<file path="src/rtl/feedback_bus_sensor_shifter_assert.svh">
// ----------------------------------------------------------------------------
// Feedback bus sensor shifter assertion macros
// Clocked assertion wrappers; they compile away when SYNTH is defined.
// ----------------------------------------------------------------------------
`ifndef FEEDBACK_BUS_SENSOR_SHIFTER_ASSERT_SVH
`define FEEDBACK_BUS_SENSOR_SHIFTER_ASSERT_SVH

`ifndef SYNTH
// Check on every clock edge outside reset.
`define FBSS_ASSERT(lbl, prop, msg) \
    lbl: assert property (@(posedge clk) disable iff (!rst_n) prop) else $error(msg);
// Check on every clock edge, reset included.
`define FBSS_ASSERT_ALWAYS(lbl, prop, msg) \
    lbl: assert property (@(posedge clk) prop) else $error(msg);
`else
`define FBSS_ASSERT(lbl, prop, msg)
`define FBSS_ASSERT_ALWAYS(lbl, prop, msg)
`endif

`endif

</file>
<file path="src/rtl/fbss_pkg.sv">
// ----------------------------------------------------------------------------
// Feedback bus sensor shifter package
// Request codes, register map, widths and the command passed to the core.
// ----------------------------------------------------------------------------
package fbss_pkg;

    localparam int BLOCK_BITS = 16;
    localparam int POS_W      = 4;
    localparam int COUNT_W    = 8;
    localparam int CFG_W      = 3;
    localparam int REQ_W      = 2;
    localparam int PADDR_W    = 3;
    localparam int PDATA_W    = 32;

    localparam logic [REQ_W-1:0] REQ_SAMPLE = 2'd0;
    localparam logic [REQ_W-1:0] REQ_LOAD   = 2'd1;
    localparam logic [REQ_W-1:0] REQ_CLOCK  = 2'd2;

    // Register index, taken from paddr[2]
    localparam logic REG_BLOCK_COUNT = 1'b0;

    localparam logic [CFG_W-1:0]      BLOCK_COUNT_RST = 3'd1;
    localparam logic [BLOCK_BITS-1:0] WORD_RST        = 16'hFFFF;
    localparam logic [COUNT_W-1:0]    MAGIC_COUNT     = 8'd20;
    localparam logic [COUNT_W-1:0]    COUNT_MAX       = 8'd255;

    typedef struct packed {
        logic             adv;
        logic [REQ_W-1:0] req_type;
        logic             chain_in;
    } core_cmd_t;

endpackage

</file>
<file path="src/rtl/feedback_bus_sensor_shifter.sv">
// ----------------------------------------------------------------------------
// Feedback bus sensor shifter
// Slave on a daisy-chained feedback shift bus with up to four sensor blocks.
//
//   channel   direction  handshake           payload
//   request   in         in_valid/in_stall   req_type, sensor_levels, chain_in
//   result    out        out_valid/out_stall data_out
//   config    in         APB write/read      block_count at byte 0
//
// One request per clock while in_stall is low; each request passes through the input
// register and then the result register around the core before its result is
// valid on the output.
// Every request gives exactly one result carrying the output level as updated by it.
// A stalled result holds while the input register keeps accepting until full.
// Reset is immediate: no clearing pass, all state is in flip-flops.
// ----------------------------------------------------------------------------
`include "feedback_bus_sensor_shifter_assert.svh"

module feedback_bus_sensor_shifter
    import fbss_pkg::*;
#(
    parameter int MAX_BLOCKS = 4
)
(
    input  logic                             clk,
    input  logic                             rst_n,
    input  logic                             psel,
    input  logic                             penable,
    input  logic                             pwrite,
    input  logic [PADDR_W-1:0]               paddr,
    input  logic [PDATA_W-1:0]               pwdata,
    output logic [PDATA_W-1:0]               prdata,
    output logic                             pready,
    input  logic                             in_valid,
    output logic                             in_stall,
    input  logic [REQ_W-1:0]                 req_type,
    input  logic [MAX_BLOCKS*BLOCK_BITS-1:0] sensor_levels,
    input  logic                             chain_in,
    output logic                             out_valid,
    input  logic                             out_stall,
    output logic                             data_out
);

    logic                             s1_valid_reg;
    logic                             s1_valid_next;
    logic [REQ_W-1:0]                 s1_req_reg;
    logic                             s1_chain_reg;
    logic [MAX_BLOCKS*BLOCK_BITS-1:0] s1_levels_reg;
    logic                             out_valid_reg;
    logic                             out_valid_next;
    logic                             data_out_reg;

    logic             out_free;
    logic             adv;
    logic             accept;
    logic             level_next;
    logic [CFG_W-1:0] block_count;
    core_cmd_t        cmd;

    fbss_regs u_regs (
        .clk         (clk),
        .rst_n       (rst_n),
        .psel        (psel),
        .penable     (penable),
        .pwrite      (pwrite),
        .paddr       (paddr),
        .pwdata      (pwdata),
        .prdata      (prdata),
        .pready      (pready),
        .block_count (block_count)
    );

    assign out_free = !out_valid_reg || !out_stall;
    assign adv      = s1_valid_reg && out_free;
    assign in_stall = s1_valid_reg && !out_free;
    assign accept   = in_valid && !in_stall;

    assign s1_valid_next  = accept || (s1_valid_reg && !adv);
    assign out_valid_next = adv || (out_valid_reg && out_stall);

    assign cmd.adv      = adv;
    assign cmd.req_type = s1_req_reg;
    assign cmd.chain_in = s1_chain_reg;

    fbss_core #(
        .MAX_BLOCKS (MAX_BLOCKS)
    ) u_core (
        .clk           (clk),
        .rst_n         (rst_n),
        .cmd           (cmd),
        .sensor_levels (s1_levels_reg),
        .block_count   (block_count),
        .level_next    (level_next)
    );

    always_ff @(posedge clk or negedge rst_n)
    begin
        if (!rst_n)
        begin
            s1_valid_reg  <= 1'b0;
            out_valid_reg <= 1'b0;
        end
        else
        begin
            s1_valid_reg  <= s1_valid_next;
            out_valid_reg <= out_valid_next;
        end
    end

    // Payload registers: load on transfer, hold otherwise
    always_ff @(posedge clk)
    begin
        if (accept)
        begin
            s1_req_reg    <= req_type;
            s1_chain_reg  <= chain_in;
            s1_levels_reg <= sensor_levels;
        end
        if (adv)
        begin
            data_out_reg <= level_next;
        end
    end

    assign out_valid = out_valid_reg;
    assign data_out  = data_out_reg;

    `FBSS_ASSERT_ALWAYS(a_stall_needs_item, in_stall |-> s1_valid_reg, "stall with empty input register")
    `FBSS_ASSERT(a_adv_gives_result, adv |=> out_valid_reg, "advanced item produced no result")
    `FBSS_ASSERT(a_result_drains, (out_valid_reg && !out_stall && !adv) |=> !out_valid_reg, "result repeated")

endmodule

</file>
<file path="src/rtl/fbss_regs.sv">
// ----------------------------------------------------------------------------
// Feedback bus sensor shifter configuration registers
// APB-style register port holding the active block count.
// ----------------------------------------------------------------------------
module fbss_regs
    import fbss_pkg::*;
(
    input  logic               clk,
    input  logic               rst_n,
    input  logic               psel,
    input  logic               penable,
    input  logic               pwrite,
    input  logic [PADDR_W-1:0] paddr,
    input  logic [PDATA_W-1:0] pwdata,
    output logic [PDATA_W-1:0] prdata,
    output logic               pready,
    output logic [CFG_W-1:0]   block_count
);

    logic [CFG_W-1:0] block_count_reg;
    logic             wr_en;

    assign pready = 1'b1;
    assign wr_en  = psel && penable && pwrite && (paddr[2] == REG_BLOCK_COUNT);

    always_ff @(posedge clk or negedge rst_n)
    begin
        if (!rst_n)
        begin
            block_count_reg <= BLOCK_COUNT_RST;
        end
        else if (wr_en)
        begin
            block_count_reg <= pwdata[CFG_W-1:0];
        end
    end

    always_comb
    begin
        prdata = '0;
        if (paddr[2] == REG_BLOCK_COUNT)
        begin
            prdata = {{(PDATA_W-CFG_W){1'b0}}, block_count_reg};
        end
    end

    assign block_count = block_count_reg;

endmodule

</file>
<file path="src/rtl/fbss_core.sv">
// ----------------------------------------------------------------------------
// Feedback bus sensor shifter core
// Sensor latches, shift words, bit position, load count and output level.
// ----------------------------------------------------------------------------
`include "feedback_bus_sensor_shifter_assert.svh"

module fbss_core
    import fbss_pkg::*;
#(
    parameter int MAX_BLOCKS = 4
)
(
    input  logic                             clk,
    input  logic                             rst_n,
    input  core_cmd_t                        cmd,
    input  logic [MAX_BLOCKS*BLOCK_BITS-1:0] sensor_levels,
    input  logic [CFG_W-1:0]                 block_count,
    output logic                             level_next
);

    localparam logic [CFG_W-1:0] MAX_N = CFG_W'(MAX_BLOCKS);

    logic [BLOCK_BITS-1:0] latch_reg [MAX_BLOCKS];
    logic [BLOCK_BITS-1:0] latch_next[MAX_BLOCKS];
    logic [BLOCK_BITS-1:0] word_reg  [MAX_BLOCKS];
    logic [BLOCK_BITS-1:0] word_next [MAX_BLOCKS];
    logic [POS_W-1:0]      pos_reg;
    logic [POS_W-1:0]      pos_next;
    logic [COUNT_W-1:0]    count_reg;
    logic [COUNT_W-1:0]    count_next;
    logic                  level_reg;

    logic [CFG_W-1:0]      n_act;
    logic [CFG_W-1:0]      last_idx;
    logic [MAX_BLOCKS-1:0] active;
    logic [MAX_BLOCKS-1:0] is_last;
    logic [MAX_BLOCKS-1:0] feed_bit;
    logic                  magic;

    // Clamp the block count into 1..MAX_BLOCKS
    always_comb
    begin
        if (block_count == '0)
            n_act = CFG_W'(1);
        else if (block_count > MAX_N)
            n_act = MAX_N;
        else
            n_act = block_count;
    end

    assign last_idx = n_act - CFG_W'(1);
    assign magic    = (count_reg == MAGIC_COUNT);

    for (genvar gb = 0; gb < MAX_BLOCKS; gb++)
    begin : g_blk
        assign active[gb]  = (CFG_W'(gb) < n_act);
        assign is_last[gb] = (CFG_W'(gb) == last_idx);
        // Bit that moves down from the next block at the current position; chain_in for the last block
        if (gb < MAX_BLOCKS - 1)
        begin : g_up
            assign feed_bit[gb] = is_last[gb] ? cmd.chain_in : word_reg[gb+1][pos_reg];
        end
        else
        begin : g_end
            assign feed_bit[gb] = cmd.chain_in;
        end
    end

    always_comb
    begin
        latch_next = latch_reg;
        word_next  = word_reg;
        pos_next   = pos_reg;
        count_next = count_reg;
        level_next = level_reg;
        case (cmd.req_type)
            REQ_SAMPLE:
            begin
                for (int b = 0; b < MAX_BLOCKS; b++)
                begin
                    if (active[b])
                    begin
                        latch_next[b] = latch_reg[b]
                                      | ~sensor_levels[b*BLOCK_BITS +: BLOCK_BITS]
                                      | {{(BLOCK_BITS-1){1'b0}},
                                         magic && ((b == 0) || is_last[b])};
                    end
                end
            end
            REQ_LOAD:
            begin
                pos_next = '0;
                for (int b = 0; b < MAX_BLOCKS; b++)
                begin
                    if (active[b])
                    begin
                        word_next[b]  = latch_reg[b];
                        latch_next[b] = '0;
                    end
                end
                if (count_reg != COUNT_MAX)
                    count_next = count_reg + COUNT_W'(1);
            end
            REQ_CLOCK:
            begin
                level_next = word_reg[0][pos_reg];
                for (int b = 0; b < MAX_BLOCKS; b++)
                begin
                    if (active[b])
                        word_next[b][pos_reg] = feed_bit[b];
                end
                pos_next = pos_reg + POS_W'(1);
            end
            default:
            begin
            end
        endcase
    end

    always_ff @(posedge clk or negedge rst_n)
    begin
        if (!rst_n)
        begin
            for (int b = 0; b < MAX_BLOCKS; b++)
            begin
                latch_reg[b] <= '0;
                word_reg[b]  <= WORD_RST;
            end
            pos_reg   <= '0;
            count_reg <= '0;
            level_reg <= 1'b0;
        end
        else if (cmd.adv)
        begin
            latch_reg <= latch_next;
            word_reg  <= word_next;
            pos_reg   <= pos_next;
            count_reg <= count_next;
            level_reg <= level_next;
        end
    end

    `FBSS_ASSERT(a_count_monotonic, count_reg >= $past(count_reg), "load count went down")
    `FBSS_ASSERT(a_load_pos, (cmd.adv && cmd.req_type == REQ_LOAD) |=> (pos_reg == '0), "load did not zero position")
    `FBSS_ASSERT(a_clock_pos, (cmd.adv && cmd.req_type == REQ_CLOCK) |=> (pos_reg == POS_W'($past(pos_reg) + POS_W'(1))), "clock did not step position")
    `FBSS_ASSERT(a_level_hold, (cmd.adv && cmd.req_type != REQ_CLOCK) |=> (level_reg == $past(level_reg)), "level changed without clock")

endmodule
</file>
<file path="config.mk">
export PLATFORM = sky130hd
export DESIGN_NAME = feedback_bus_sensor_shifter
export DESIGN_NICKNAME = d
export VERILOG_FILES = /design/src/rtl/fbss_pkg.sv /design/src/rtl/feedback_bus_sensor_shifter.sv /design/src/rtl/fbss_regs.sv /design/src/rtl/fbss_core.sv
export VERILOG_INCLUDE_DIRS = /design/src /design/src/rtl
export SDC_FILE = /design/constraint.sdc
export NUM_CORES = 1
export LEC_CHECK = 0
export ABC_AREA = 1
export BUFFER_PORTS_ARGS = -buffer_cell sky130_fd_sc_hd__buf_4
export CORE_ASPECT_RATIO = 0.5
export CORE_MARGIN = 4
export CORE_UTILIZATION = 43
export DETAILED_ROUTE_END_ITERATION = 10
export SLEW_MARGIN = 15
export SYNTH_ARGS = -nofsm -noshare
export SYNTH_HDL_FRONTEND = slang
export SYNTH_HIERARCHICAL = 1
export SYNTH_SLANG_ARGS = --single-unit
</file>
<file path="constraint.sdc">
create_clock -name clk -period 3.1 [get_ports clk]
set_input_delay 0.155 -clock clk [delete_from_list [all_inputs] [get_ports clk]]
set_output_delay 0.155 -clock clk [all_outputs]
set_load 0.01 [all_outputs]
</file>
==> results of run 1 <==
-- kinds of logic after synthesis --
| group | share of synthesized area |
|---|---|
| and+or+nand+nor | 0.200 |
| DFF | 0.557 |
| buffers and inverters | 0.0976 |
| AOI/OAI and AO/OA | 0.130 |
| adders and majority gates | 0.0109 |
| xor gates and xnor gates | 0.00338 |
| other | 0.000724 |
-- cells in the mapped netlist --
library cell	instances
sky130_fd_sc_hd__a21oi_1	108
sky130_fd_sc_hd__clkbuf_1	26
sky130_fd_sc_hd__a31oi_1	4
sky130_fd_sc_hd__clkinv_4	1
sky130_fd_sc_hd__nor3_1	49
sky130_fd_sc_hd__xor2_1	3
sky130_fd_sc_hd__buf_2	11
sky130_fd_sc_hd__buf_1	1
sky130_fd_sc_hd__a22oi_1	9
sky130_fd_sc_hd__nand3_2	3
sky130_fd_sc_hd__nand2_2	1
sky130_fd_sc_hd__inv_1	123
sky130_fd_sc_hd__a21boi_0	4
sky130_fd_sc_hd__inv_2	5
sky130_fd_sc_hd__buf_6	9
sky130_fd_sc_hd__nand4_1	3
sky130_fd_sc_hd__inv_4	1
sky130_fd_sc_hd__nor4_2	1
sky130_fd_sc_hd__nor2_2	6
sky130_fd_sc_hd__xnor2_1	1
sky130_fd_sc_hd__dfrtp_1	81
sky130_fd_sc_hd__buf_4	34
sky130_fd_sc_hd__o21bai_4	3
sky130_fd_sc_hd__nand3_1	37
sky130_fd_sc_hd__clkinv_1	1
sky130_fd_sc_hd__o22ai_1	5
sky130_fd_sc_hd__ha_1	9
sky130_fd_sc_hd__edfxtp_1	68
sky130_fd_sc_hd__o21ai_1	3
sky130_fd_sc_hd__a2bb2oi_1	44
sky130_fd_sc_hd__a21oi_2	10
sky130_fd_sc_hd__conb_1	2
sky130_fd_sc_hd__a41oi_1	2
sky130_fd_sc_hd__nor2_1	128
sky130_fd_sc_hd__o21ai_0	19
sky130_fd_sc_hd__dfstp_2	65
sky130_fd_sc_hd__nand2_1	283
-- power by group through the flow --
stage	combinational, mW	clock (mW)	sequential, mW
floorplan	1.96	0	4.44
global placement	2.39	0	4.70
finish	2.58	2.58	4.69
detailed placement	2.45	0	4.70
CTS	2.55	2.63	4.67
global route	2.90	2.77	4.78
-- repair_timing --
action                                 in CTS  in global routing
endpoints found under the hold margin     116                  0
hold buffers                               80                  0
setup buffers                               0                  0
-- final cells by class --
class | count | area, um^2
well taps | 307 | 384
clock buffers | 23 | 543
clock inverters | 15 | 143
flip-flops and latches | 214 | 5780
fillers | 2054 | 10600
repair buffers | 187 | 1620
multi-input cells | 765 | 3690
inverters | 131 | 499
-- through the flow --
step           hold slack (ns)  power (mW)
3_3_place_gp             0.203        7.09
6_report                 0.204        9.85
2_1_floorplan           -0.141        6.40
5_1_grt                  0.250        10.4
3_5_place_dp             0.208        7.15
4_1_cts                  0.231        9.85
-- worst max-delay path, stage by stage, from the launching register on --
cell and delay [ns]:
sky130_fd_sc_hd__dfrtp_1 0.41, sky130_fd_sc_hd__a21oi_1 0.44, sky130_fd_sc_hd__nand2_1 0.35, sky130_fd_sc_hd__nand2_1 0.14
sky130_fd_sc_hd__buf_4 0.21, sky130_fd_sc_hd__inv_1 0.12, sky130_fd_sc_hd__a21oi_1 0.51, sky130_fd_sc_hd__nand2_1 0.15
sky130_fd_sc_hd__nand2_1 0.09, sky130_fd_sc_hd__inv_1 0.04, sky130_fd_sc_hd__a21oi_1 0.12
-- worst max path at each step --
stage / end / slack, ns / cells past startpoint
after global placement: u_core/word_reg[19] / 0.58 / 10
after global routing: u_core/word_reg[18] / 0.26 / 9
after detailed placement: u_core/word_reg[35] / 0.48 / 9
final: u_core/word_reg[35] / 0.46 / 10
after floorplan: s1_chain_reg / 0.80 / 3
after CTS: u_core/word_reg[35] / 0.47 / 10
-- per-layer routing --
layer / GRT usage / vias to the layer above
met5: 0 / -
met4: 0.0465 / 0
met3: 0.0501 / 37
met1: 0.350 / 4092
li1: - / 4063
met2: 0.309 / 321
==> results_dict.tcl, run 1 <==
set metrics [dict create \
    total_neg_setup_slack_ns 0 \
    placed_instance_area_um2 11200 \
    fmax_mhz 379 \
    cts-root-buf "sky130_fd_sc_hd__clkbuf_16" \
    global_route.usage.total 0.222 \
    cts.htree.levels 1 \
    n_antenna_cell 0 \
    clock_skew_ns 0.0192 \
    netlist_area_um2 10400 \
    post_layout_nonfiller_instances 1642 \
    placementRows 39 \
    finalWorstPathRequiredPeriod_ns 2.64 \
    final_cell_mix "sky130_fd_sc_hd__nand2_1, sky130_fd_sc_hd__nor2_1, sky130_fd_sc_hd__inv_1" \
    final-setup-viol-count 0 \
    maxUsedRoutingLayer "met4" \
    ant_nets 0 \
    drt_iter0_markers 728 \
    port-buffer-count 83 \
    timing_max_transition_violations_final 0 \
    cts_tree "yes" \
    power_per_cell_area_nw_per_um2 778 \
    clk_path_buf_depth 3 \
    switchingPower_mw 3.30 \
    routed_wl_mm 29.8 \
    cellInternalPower_mw 6.55 \
    finalWeightedCongestion 0.907 \
    count_of_boundary_i_o_pins 145 \
    timing.final.ws_setup_ns 0.465 \
    critical_path_arrival_ns 3.08 \
    regToRegEndpoint "u_core/word_reg[35]" \
    pin_count_of_the_biggest_net_entering_global_routing 71 \
    die_y_um 118 \
    grt.overflow.total 0 \
    fraction_of_layout_cells_with_a_size_suffix_above_1 0.181 \
    clock_pin_slew_reported_for_the_worst_setup_and_hold_paths_after_clock_tree_synthesis_ns 0.07 \
    hold_path.class "primary input to asynchronous set/reset pin" \
    slew_headroom 0.384 \
    post-place-cells 1524 \
    grt_antenna_before_repair 0 \
    clockPowerShare 0.262 \
    path_class "register to register" \
    synth.ff_latch_count 214 \
    final_nets 1438 \
    full_die_area_um2 26800 \
    status "finished, final reports clean" \
    place_hpwl_mm 19.9 \
    reg_to_reg_startpoint "out_valid" \
    clock_sinks 214 \
    power.share.switching 0.335 \
    sequentialPowerShare 0.476 \
    post_cts_resized 0 \
    rr_worst_depth 10 \
    post-route-period-util 0.850 \
    crit_fanout 13 \
    netlist_top_cells_area "sky130_fd_sc_hd__edfxtp_1, sky130_fd_sc_hd__dfrtp_1, sky130_fd_sc_hd__dfstp_2" \
    post_synth_num_cell_types 37 \
    grt_setup_unrepaired "no" \
    setup.worst_path.start_class "register" \
    initial_core_util 0.446 \
    route.detailed.vias_per_inst 5.18 \
    routedWlPerCell_um 18.2 \
    detail_route.drc_violations 0 \
    r2r_setup_slack_ns 0.46 \
    count_of_max_cap_constraint_violations 0 \
    crit_path_start "out_valid" \
    detailroute.wirelength.met2_mm 12.3 \
    leakage_nw 5.75 \
    worstSetupEndpointType "register" \
    syn2layout_area_growth_pct 22.0 \
    post_synth.cell_area_avg_um2 8.92 \
    layout.cell_area.non_filler_um2 12700 \
    core_region_area_um2 23300 \
    wl_met3_mm 2.27 \
    p_comb_frac 0.262 \
    synth_sequential_area_ratio 0.557 \
    grt_first_pass_wirelength_mm 46.4 \
    route.vias.total 8513 \
    detailedRoute.firstPassIterationCount 5 \
    first_global_vias 8147 \
    clk_latency_ns 0.52 \
    area_leader_netlist "sky130_fd_sc_hd__edfxtp_1" \
    warnings_from_yosys 6 \
    die-width_um 228 \
    wirelength_met1_mm 14.7 \
    report.final.hold_viol_count 0 \
    fin_util 0.544 \
    place_ws_ns 0.481 \
    worst_ep_required_time_ns 3.54 \
    cts-buffers-inserted 21 \
    top_cell_type_s_share_of_synthesized_area 0.197 \
    max_rail_drop_vdd_v 0.000381 \
    worst-slew-pin-transition_ns 0.923 \
    mostFrequentLayoutCell "sky130_fd_sc_hd__nand2_1" \
    synthesized_instance_count 1163 \
]
(Power assumes the default switching activity.)
==> run 2, diff against run 1 <==
Settings changed: PLACE_DENSITY from default to 0.73, SKIP_CTS_REPAIR_TIMING from default to 1.
==> results_dict.tcl, run 2 (synthesized netlist as in run 1, its figures left out) <==
set metrics [dict create \
    detail_route.drc_violations 0 \
    fmax_mhz 386 \
    grt_first_pass_wirelength_mm 44.1 \
    route.detailed.vias_per_inst 5.33 \
    routedWlPerCell_um 17.4 \
    detailedRoute.firstPassIterationCount 5 \
    worst-slew-pin-transition_ns 1.06 \
    globalRoute.busiestLayer "met2" \
    critical_path_arrival_ns 3.02 \
    leakage_nw 5.73 \
    cp_slowest_stage_delay_ns 0.64 \
    clk_latency_ns 0.51 \
    initial_core_util 0.446 \
    crit_fanout 20 \
    ant_nets 0 \
    post-route-period-util 0.836 \
    finalWorstPathRequiredPeriod_ns 2.59 \
    full_die_area_um2 26800 \
    port-buffer-count 83 \
    globalRouteMet2Util 0.317 \
    met3_resource_use_gr 0.0299 \
    count_of_boundary_i_o_pins 145 \
    setup.worst_path.start_class "register" \
    path_class "register to register" \
    grt_setup_unrepaired "no" \
    status "finished with violations" \
    grt.met1_usage 0.302 \
    place_hpwl_mm 18.9 \
    drt_iter0_markers 836 \
    count_of_max_cap_constraint_violations 0 \
    power_per_cell_area_nw_per_um2 785 \
    worst_ep_required_time_ns 3.53 \
    cts_tree "yes" \
    placementRows 39 \
    route.vias.total 8718 \
    final_nets 1432 \
    cts-root-buf "sky130_fd_sc_hd__clkbuf_16" \
    die-width_um 228 \
    cts.htree.levels 1 \
    die_y_um 118 \
    slew_headroom 0.290 \
    total_neg_setup_slack_ns 0 \
    pin_count_of_the_biggest_net_entering_global_routing 69 \
    core_region_area_um2 23300 \
    clock_sinks 214 \
    grt_antenna_before_repair 0 \
    cts-buffers-inserted 21 \
    fraction_of_layout_cells_with_a_size_suffix_above_1 0.177 \
    timing.critical_path.slowest_stage_cell "sky130_fd_sc_hd__dfrtp_1" \
    minimum_hold_slack_ns -0.00487 \
    n_antenna_cell 0 \
    mostFrequentLayoutCell "sky130_fd_sc_hd__nand2_1" \
    worstSetupEndpointType "register" \
    global_route.usage.total 0.203 \
    post-place-cells 1521 \
    first_global_vias 8156 \
    failed_checks "negative hold slack" \
    clock_skew_ns 0.0181 \
    finalWeightedCongestion 0.938 \
    final_cell_mix "sky130_fd_sc_hd__nand2_1, sky130_fd_sc_hd__nor2_1, sky130_fd_sc_hd__inv_1" \
    clock_pin_slew_reported_for_the_worst_setup_and_hold_paths_after_clock_tree_synthesis_ns 0.07 \
    clk_path_buf_depth 3 \
    cp_cell_sequence "inv_4 -> ha_1 -> inv_1 -> nor2_1 -> inv_1 -> a21oi_1 -> nand2_1 -> nand2_1 -> inv_1 -> a21oi_1" \
    critical_path.most_common_cell "sky130_fd_sc_hd__inv_1" \
    hold_path.class "primary input to register" \
    syn2layout_area_growth_pct 21.9 \
    grt.overflow.total 0 \
    max_rail_drop_vdd_v 0.000322 \
    total_power_mw 9.92 \
    report.final.hold_viol_count 1 \
    post_layout_nonfiller_instances 1636 \
    routed_wl_mm 28.5 \
    timing_max_transition_violations_final 0 \
    final-setup-viol-count 0 \
]
==> run 2: cell count changes in the layout (fill, tap and decap cells not counted), sizes merged <==
cell / delta
clkinv: -1
inv: -1
dlygate4sd3: -3
clkbuf: +2
bufinv: +1
clkinvlp: -1
buf: -3
==> run 2: layout make-up <==
type                    instances  area [um^2]
flip-flops and latches        214         5780
inverters                     131          499
multi-input cells             765         3690
clock inverters                13          149
fillers                      2049        10600
well taps                     307          384
clock buffers                  25          561
repair buffers                181         1580
==> run 2: worst paths after layout <==
kind	start	endpoint	slack, ns	cells past startpoint
worst max-delay path	u_core/pos_reg[1]	u_core/word_reg[32]	0.51	10
worst min-delay path	paddr[2]	u_regs/block_count[1]	-0.005	5
worst max register to register	u_core/pos_reg[1]	u_core/word_reg[32]	0.51	10
worst min register to register	u_core/word_reg[14]	u_core/word_reg[14]	0.49	2
max in group asynchronous	rst_n	u_core/word_reg[10]	2.04	3
min in group asynchronous	rst_n	u_core/count_reg[0]	0.21	2
==> run 2: metal layers <==
layer  up-vias  part of all wire  wire length [um]
li1       4053                 -                 -
met1      4289              0.45             12800
met2       336              0.46             13200
met3        40             0.070              1990
met4         0             0.017               494
met5         -                 0                 0
==> run 2: worst max-delay path: cells and delay by family, from the launching register on <==
kind	cells	cell delay [ns]
and+or+nand+nor	3	0.40
AOI/OAI and AO/OA	2	0.59
DFF	1	0.64
buffers and inverters	4	0.57
adders and majority gates	1	0.32
==> run 2: power breakdown <==
group          internal, mW  switching (mW)  total, mW
clock network          1.55            1.10       2.65
logic                  1.03            1.56       2.59
registers              4.06           0.621       4.68
==> run 2: through the flow <==
| step | worst slack (ns) | cell area, um^2 | utilization |
|---|---|---|---|
| floorplan | 0.803 | 10500 | - |
| global placement | 0.724 | 11200 | 0.480 |
| detailed placement | 0.657 | 11200 | 0.480 |
| CTS | 0.631 | 11900 | 0.510 |
| global route | 0.291 | 12600 | 0.543 |
| finish | 0.509 | 12600 | 0.543 |
==> run 3, diff against run 2 <==
Settings changed: ABC_AREA 1 to 0.
Clock period 3.1 ns to 2.6 ns, I/O delays scaled along.
==> results_dict.tcl, run 3 <==
set metrics [dict create \
    status "finished, final reports clean" \
    report.final.hold_viol_count 0 \
    timing.critical_path.slowest_stage_cell "sky130_fd_sc_hd__o31ai_2" \
    synth.ff_latch_count 214 \
    synth_most_common_cell "sky130_fd_sc_hd__nor2_1" \
    number_of_enable_type_register_cells_in_the_synthesized_netlist 68 \
    finalWeightedCongestion 0.918 \
    worst-slew-pin-transition_ns 0.968 \
    warnings_from_yosys 6 \
    drt_iter0_markers 659 \
    max_rail_drop_vdd_v 0.000481 \
    post_synth.cell_area_avg_um2 11.7 \
    cts_tree "yes" \
    wl_met3_mm 2.18 \
    leakage_nw 5.06 \
    total_neg_setup_slack_ns 0 \
    crit_fanout 9 \
    nFillCells 1910 \
    fraction_of_layout_cells_with_a_size_suffix_above_1 0.263 \
    worstSetupEndpointType "register" \
    netlist_top_cells_area "sky130_fd_sc_hd__edfxtp_1, sky130_fd_sc_hd__dfrtp_1, sky130_fd_sc_hd__dfstp_2" \
    detailroute.wirelength.met2_mm 11.6 \
    route.detailed.vias_per_inst 5.60 \
    netlist_area_um2 9950 \
    routed_wl_mm 27.2 \
    place_hpwl_mm 18.7 \
    die_y_um 116 \
    detailedRoute.firstPassIterationCount 5 \
    power_per_cell_area_nw_per_um2 936 \
    count_of_max_cap_constraint_violations 0 \
    timing_max_transition_violations_final 0 \
    routedWlPerCell_um 20.0 \
    clock_skew_ns 0.0105 \
    port-buffer-count 83 \
    layout.cell_area.non_filler_um2 12500 \
    synthArstFlopShare 0.682 \
    placed_instance_area_um2 11100 \
    wirelength_met1_mm 12.6 \
    cts-root-buf "sky130_fd_sc_hd__clkbuf_16" \
    clock_sinks 214 \
    route.vias.total 7588 \
    synthesized_instance_count 848 \
    final_cell_mix "sky130_fd_sc_hd__buf_4, sky130_fd_sc_hd__nor2_1, sky130_fd_sc_hd__dfrtp_1, sky130_fd_sc_hd__o21a_1, sky130_fd_sc_hd__dlygate4sd3_1" \
    synth_sequential_area_ratio 0.580 \
    core_region_area_um2 22800 \
    minimum_hold_slack_ns 0.0284 \
    grt_first_pass_wirelength_mm 41.7 \
    top_cell_type_s_share_of_synthesized_area 0.205 \
    finalWorstPathRequiredPeriod_ns 2.45 \
    first_global_vias 7311 \
    initial_core_util 0.437 \
    pin_count_of_the_biggest_net_entering_global_routing 85 \
    place_ws_ns 0.210 \
    cp_slowest_stage_delay_ns 0.67 \
    post-route-period-util 0.942 \
    grt.overflow.total 0 \
    placementRows 39 \
    clock_pin_slew_reported_for_the_worst_setup_and_hold_paths_after_clock_tree_synthesis_ns 0.07 \
    slew_headroom 0.355 \
    critical_path_arrival_ns 2.86 \
    clk_path_buf_depth 3 \
    clk_latency_ns 0.51 \
    post_synth_num_cell_types 69 \
    fmax_mhz 408 \
    count_of_boundary_i_o_pins 145 \
    final_nets 1152 \
    synth_flop_cell "sky130_fd_sc_hd__dfrtp_1" \
    n_antenna_cell 0 \
    timing.final.ws_setup_ns 0.150 \
    detail_route.drc_violations 0 \
    worst_ep_required_time_ns 3.01 \
    maxUsedRoutingLayer "met4" \
    cts-buffers-inserted 21 \
    full_die_area_um2 25800 \
    final-setup-viol-count 0 \
    setup.worst_path.start_class "register" \
    hold_path.class "primary input to register" \
    grt_antenna_before_repair 0 \
    area_leader_netlist "sky130_fd_sc_hd__edfxtp_1" \
    synth_common_cells "sky130_fd_sc_hd__nor2_1, sky130_fd_sc_hd__dfrtp_1, sky130_fd_sc_hd__o21a_1" \
    die-width_um 223 \
    cts.htree.levels 1 \
    syn2layout_area_growth_pct 25.6 \
    mostFrequentLayoutCell "sky130_fd_sc_hd__buf_4" \
    cp_cell_sequence "buf_4 -> mux2i_1 -> a41o_2 -> o31ai_2 -> a22oi_1 -> a31oi_1" \
    path_class "register to register" \
    grt_setup_unrepaired "no" \
    global_route.usage.total 0.202 \
    ant_nets 0 \
]
==> run 3: cell types whose count changed after synthesis, sizes merged, moves of 27 or more <==
| cell | delta |
|---|---|
| a21oi | -57 |
| nand2 | -229 |
| nor2 | -47 |
| a31oi | +41 |
| nor3 | -42 |
| nand3 | -27 |
| a2bb2oi | -44 |
| o21a | +81 |
| inv | -114 |
==> run 3: area by class of cell <==
type,instances,area [um^2],area share
flip-flops and latches,214,5780,0.462
repair buffers,218,1890,0.151
clock buffers,27,568,0.0454
well taps,307,384,0.0307
inverters,15,56.3,0.00450
clock inverters,11,131,0.0105
multi-input cells,564,3700,0.296
==> run 3: critical path: cells and delay by family, from the launching register on <==
family                 cells  cell delay, ns
muxes                      1            0.10
buffers and inverters      1            0.31
AOI/OAI and AO/OA          4            1.35
DFF                        1            0.59
==> run 3: path summary, 6_finish.rpt <==
| kind | start | to | slack (ns) | cells past startpoint |
|---|---|---|---|---|
| hold / removal | penable | u_regs/block_count[1] | 0.03 | 3 |
| hold reg to reg | u_core/word_reg[47] | u_core/word_reg[47] | 0.47 | 2 |
| setup reg to reg | u_core/pos_reg[1] | u_core/word_reg[27] | 0.15 | 6 |
| setup / recovery | u_core/pos_reg[1] | u_core/word_reg[27] | 0.15 | 6 |
| max in group asynchronous | rst_n | u_core/word_reg[8] | 1.98 | 3 |
| min in group asynchronous | rst_n | u_core/latch_reg[33] | 0.17 | 3 |
==> run 3: per-stage QoR <==
stage | utilization | std cells | total power [mW]
6_report | 0.549 | 1356 | 11.7
5_1_grt | 0.549 | 1356 | 12.3
4_1_cts | 0.516 | 1282 | 11.6
3_5_place_dp | 0.485 | 1244 | 8.47
3_3_place_gp | 0.485 | 1244 | 8.34
2_1_floorplan | - | 876 | 7.40
==> run 3: metal layers <==
layer	GRT usage	vias up
li1	-	3438
met1	0.305	3784
met2	0.296	316
met3	0.0407	50
met4	0.0599	0
met5	0	-
==> run 3: kinds of logic (layout without fill, tap and decap cells) <==
logic type      after synthesis  after routing  share of synthesized area
compound gates              282            282                      0.195
flops                       214            214                      0.580
simple gates                207            207                      0.102
buf+inv                      98            271                     0.0592
mux                          29             29                     0.0455
fa+ha+maj                     9              9                     0.0113
xor+xnor                      7              7                    0.00616
other cells                   2             30                   0.000755
==> run 3: report_power, final <==
group	leakage, nW	total (mW)	internal [mW]	switching (mW)
sequential	2.34	5.53	4.84	0.694
combinational	2.38	3.06	1.49	1.57
clock	0.341	3.12	1.84	1.27
